$ cat src/design/spp_pkg.sv
// ----------------------------------------------------------------------------
// Signature path prefetch trainer package
// Shared constants and the queue record passed from front to back.
// ----------------------------------------------------------------------------
package spp_pkg;

  localparam int TableEntries = 256;
  localparam int PatternRows  = 512;
  localparam int DeltaSlots   = 3;
  localparam int AddressBits  = 48;

  localparam int PageShift  = 12;
  localparam int BlockShift = 6;
  localparam int OffW       = 6;
  localparam int SigW       = 16;
  localparam int DeltaW     = 7;
  localparam int CntW       = 4;
  localparam int StampW     = 64;
  localparam logic [CntW-1:0] CountMax = 4'd15;

  // front-end result, queued for pattern table training
  typedef struct packed {
    logic            hit;
    logic [7:0]      entry;
    logic [DeltaW-1:0] delta;
    logic [SigW-1:0] old_sig;
    logic [SigW-1:0] new_sig;
  } front_rec_t;

  typedef enum logic [1:0] {
    FS_IDLE,
    FS_SCAN,
    FS_WRITE
  } front_state_e;

  typedef enum logic [1:0] {
    BS_IDLE,
    BS_READ,
    BS_WAIT,
    BS_TRAIN
  } back_state_e;

endpackage

$ cat src/design/spp_queue.sv
// ----------------------------------------------------------------------------
// Front-to-back queue
// Two-entry FIFO of front-end records.
// ----------------------------------------------------------------------------
module spp_queue (
  input  logic                clk_i,
  input  logic                rst_ni,
  input  logic                push_i,
  input  spp_pkg::front_rec_t data_i,
  output logic                full_o,
  input  logic                pop_i,
  output logic                empty_o,
  output spp_pkg::front_rec_t data_o
);

  spp_pkg::front_rec_t mem_q [2];
  logic       wp_q, rp_q;
  logic [1:0] cnt_q;

  assign full_o  = (cnt_q == 2'd2);
  assign empty_o = (cnt_q == 2'd0);
  assign data_o  = mem_q[rp_q];

  always_ff @(posedge clk_i or negedge rst_ni) begin
    if (!rst_ni) begin
      wp_q  <= 1'b0;
      rp_q  <= 1'b0;
      cnt_q <= '0;
    end else begin
      if (push_i) wp_q <= ~wp_q;
      if (pop_i)  rp_q <= ~rp_q;
      cnt_q <= cnt_q + {1'b0, push_i} - {1'b0, pop_i};
    end
  end

  always_ff @(posedge clk_i) begin
    if (push_i) mem_q[wp_q] <= data_i;
  end

endmodule

$ cat config.mk
export PLATFORM = sky130hd
export DESIGN_NAME = spp_queue
export DESIGN_NICKNAME = d
export VERILOG_FILES = /design/src/design/spp_pkg.sv /design/src/design/spp_queue.sv
export SDC_FILE = /design/constraint.sdc
export NUM_CORES = 1
export LEC_CHECK = 0
export ABC_AREA = 1
export BUFFER_PORTS_ARGS = -buffer_cell sky130_fd_sc_hd__buf_4
export CORE_MARGIN = 2
export CORE_UTILIZATION = 45
export DETAILED_ROUTE_END_ITERATION = 8
export PLACE_DENSITY = 0.66
export SLEW_MARGIN = 0
export SYNTH_ARGS = -nofsm -noshare
export SYNTH_HDL_FRONTEND = slang
export SYNTH_SLANG_ARGS = --single-unit
$ cat constraint.sdc
create_clock -name clk_i -period 3.62 [get_ports clk_i]
set_input_delay 0.905 -clock clk_i [delete_from_list [all_inputs] [get_ports clk_i]]
set_output_delay 0.905 -clock clk_i [all_outputs]
set_load 0.03 [all_outputs]
==> metrics.md <==
| Metric | Value |
|---|---|
| Largest net degree at the start of global routing | `between 70 and 80` |
| Clock sink count | `100` |
| Sw Ratio | `39.9%` |
| DR vias/cell | `4.58` |
| Number of global-route vias before repair | `~2200` |
| Die Area | `a little under 10000 sq um` |
| Post-synthesis cell count | `276` |
| Complex-gate fraction of the synthesized area | `8.80%` |
| Final Hold Viols | `0` |
| Post-route DRC | `0` |
| Synth warn | `0` |
| Synthesized area | `around 4000 sq um` |
| Startpoint types | `flop` |
| Least-Margin Pin Slew | `slightly above 0.7 ns` |
| Post-synthesis mux area share | `0%` |
| Die height | `between 90 and 100 microns` |
| Final Total Pwr | `4.12 mW` |
| TritonCTS clock tree | `built` |
| Status | `finished clean` |
| Seq/Total Area, Yosys | `between 70% and 80%` |
| Required @ worst endpoint | `~2.7 ns` |
| Synthesized flop and latch total | `100` |
| Adder-cell share of the synthesized area | `0.624%` |
| Period utilisation layout | `about three quarters` |
| Internal power | `2.48 mW` |
| Yosys top cell by area | `edfxtp_1` |
| Clock Power Share | `around 16%` |
| Post-DR wirelength/cell | `between 10 and 15 microns` |
| CP Max Fanout | `76` |
| Total core area | `roughly 8700 sq um` |
| DR iter-0 viols | `68` |
| IO Count | `between 100 and 150` |
| Top_reg_cell synth | `edfxtp_1` |
| Syn avg cell area | `between 10 and 15 sq um` |
| Area Overhead vs Synth | `25.2%` |
| Fin crit period | `about 2.7 ns` |
| Setup Viol. Count Final | `0` |
| Most common cell in the netlist | `edfxtp_1` |
| CTS buffer count | `9` |
| CP max stage cell | `dfrtp_4` |
| Main combinational cell family by area after synthesis | `compound AO/OA/AOI/OAI gates` |
| Sequential power share | `roughly 40%` |
| Skew final | `roughly 0.011 ns` |
| Crit end category | `output port` |
| Post-CTS Repair Setup Buffers | `0` |
| Die Wd | `slightly below 100 microns` |
| First-pass GRT wire length | `roughly 9.9 mm` |
| # resized after CTS | `0` |
| XOR/XNOR Fraction of Synth Area | `less than 1%` |
| F_max | `around 370 MHz` |
| Pwr dens | `821 nW/um^2` |
| Antenna Cells | `0` |
| Worst hold path type | `in2async` |
| Row count | `34` |
| GRT Util Overall | `a little over an eighth` |
| Clk buf depth | `2` |
| Via count | `approximately 2300` |
| Asr flop ratio synth | `approximately 4%` |
| Worst EP arrival | `approximately 1.8 ns` |
| Dominant cells by area after synthesis | `edfxtp_1 (72%), o21ai_2 (6.6%), inv_1 (5.1%)` |
| Crit path largest cell delay | `around 0.6 ns` |
| Top cells by count, synth | `edfxtp_1 (96), inv_1 (55), nand2_2 (30), o21ai_2 (30), nand2_1 (24)` |
| Layout net count | `between 400 and 500` |
| Cell area after layout | `about 5000 sq um` |
| Syn nets | `between 300 and 400` |
| Routed wire length | `between 6 and 7 mm` |
| CTS H-tree depth | `3` |
| Unrepaired setup endpoints after global routing | `false` |
| Layout cells sized above 1 | `a little under half` |
| Psw | `approximately 1.6 mW` |
| Post-route ant nets | `0` |
| Combinational power share | `44.0%` |
| Clk slew on worst S/H paths | `~0.090 ns` |
| Yosys cell types | `17` |
| IO buf count | `101` |
| Initial core utilization | `46.2%` |
| Slew Viols, Final | `0` |
| Antenna violations before repair | `0` |
| Post-Synth Simple-Gate Area | `about 7.3%` |
| Root buf cell | `clkbuf_8` |
| Setup Total Neg Slack | `0 ns` |
| Pleak | `~2.1 nW` |
| Max_cap viols | `0` |
| Hold-fix buffers at CTS | `0` |
| Worst-path cell chain | `buf_12, nand2_1, o21ai_0, buf_4` |
| Drt pass-1 iters | `4` |
| EDFF count, synth | `96` |
| Rel. slew slack | `between 50% and 60%` |
| Crit Path Category | `reg2out` |
| Area share of the largest cell type after synthesis | `roughly 72%` |
| Detail Placement HPWL | `4.26 mm` |
| Overflow after GRT | `0` |
| Final GP Congestion | `0.718` |
| Worst VDD drop | `0.510 mV` |
| Clock Latency Late Sink | `approximately 0.34 ns` |
| Post-DP Area | `slightly below 5000 sq um` |
layer usage:
metal | wire (microns) | track usage [%]
met5 | 0 | 0
met3 | 354 | 4.37
met2 | 3260 | 22.2
met4 | 70 | 4.11
met1 | 2690 | 16.3
metrics by stage:
| step | hold WS (ns) | cells | worst slack (ns) | utilization (%) |
|---|---|---|---|---|
| after detailed placement | 0.548 | 478 | 1.30 | 55.8 |
| final | 0.339 | 493 | 0.930 | 57.8 |
| after global placement | 0.530 | 478 | 1.35 | 55.8 |
| after floorplan | 0.463 | 276 | 0.204 | - |
| after global routing | 0.307 | 493 | 0.741 | 57.8 |
| after CTS | 0.320 | 493 | 0.909 | 57.8 |
path summary, 6_finish.rpt:
kind / depth (start not counted) / start / endpoint / slack [ns]
worst max-delay path: 4 / rp_q$_DFFE_PN0P_ / data_o[4] / 0.93
min in group clk_i: 1 / wp_q$_DFFE_PN0P_ / wp_q$_DFFE_PN0P_ / 0.56
worst min register to register: 1 / wp_q$_DFFE_PN0P_ / wp_q$_DFFE_PN0P_ / 0.56
worst max register to register: 2 / wp_q$_DFFE_PN0P_ / mem_q[0][33]$_DFFE_PP_ / 2.01
worst min-delay path: 1 / rst_ni / rp_q$_DFFE_PN0P_ / 0.34
max in group asynchronous: 1 / rst_ni / rp_q$_DFFE_PN0P_ / 3.17
critical path, delay by kind of cell, from the launching register on:
family                 cells  cell delay (ns)
DFF                        1             0.60
buffers and inverters      2             0.56
and+or+nand+nor            1             0.10
AOI/OAI and AO/OA          1             0.10
cell type report:
type | instances | area, sq um
clock buffers | 10 | 128
clock inverters | 5 | 53.8
fillers | 706 | 3660
inverters | 55 | 206
multi-input cells | 110 | 697
flip-flops and latches | 100 | 2990
well taps | 108 | 135
repair buffers | 105 | 813
cell usage in the layout, fill, tap and decap left out, drive strengths merged:
| cell type | instances |
|---|---|
| buf | 105 |
| edfxtp | 96 |
| inv | 55 |
| nand2 | 54 |
| o21ai | 48 |
| clkbuf | 10 |
| dfrtp | 4 |
| nor2 | 3 |
| clkinv | 3 |
| xor2 | 2 |
| ha | 2 |
| nand3 | 1 |
| bufinv | 1 |
| clkinvlp | 1 |
cell families (layout without fill, tap and decap cells):
logic type / after synthesis / in the layout
flops: 100 / 100
buf+inv: 66 / 175
simple gates: 58 / 58
compound gates: 48 / 48
fa+ha+maj: 2 / 2
xor+xnor: 2 / 2
power by group through the flow:
stage	registers (mW)	logic, mW	clock network, mW
after floorplan	1.63	1.36	0
after global placement	1.67	1.82	0
after detailed placement	1.68	1.84	0
after CTS	1.65	1.84	0.680
after global routing	1.67	1.94	0.726
final	1.65	1.81	0.657
state kept, by name (all words and copies together) (netlist names):
register  flops
wp_q          1
rp_q          1
mem_q        96
cnt_q         2
(Power assumes the default switching activity.)
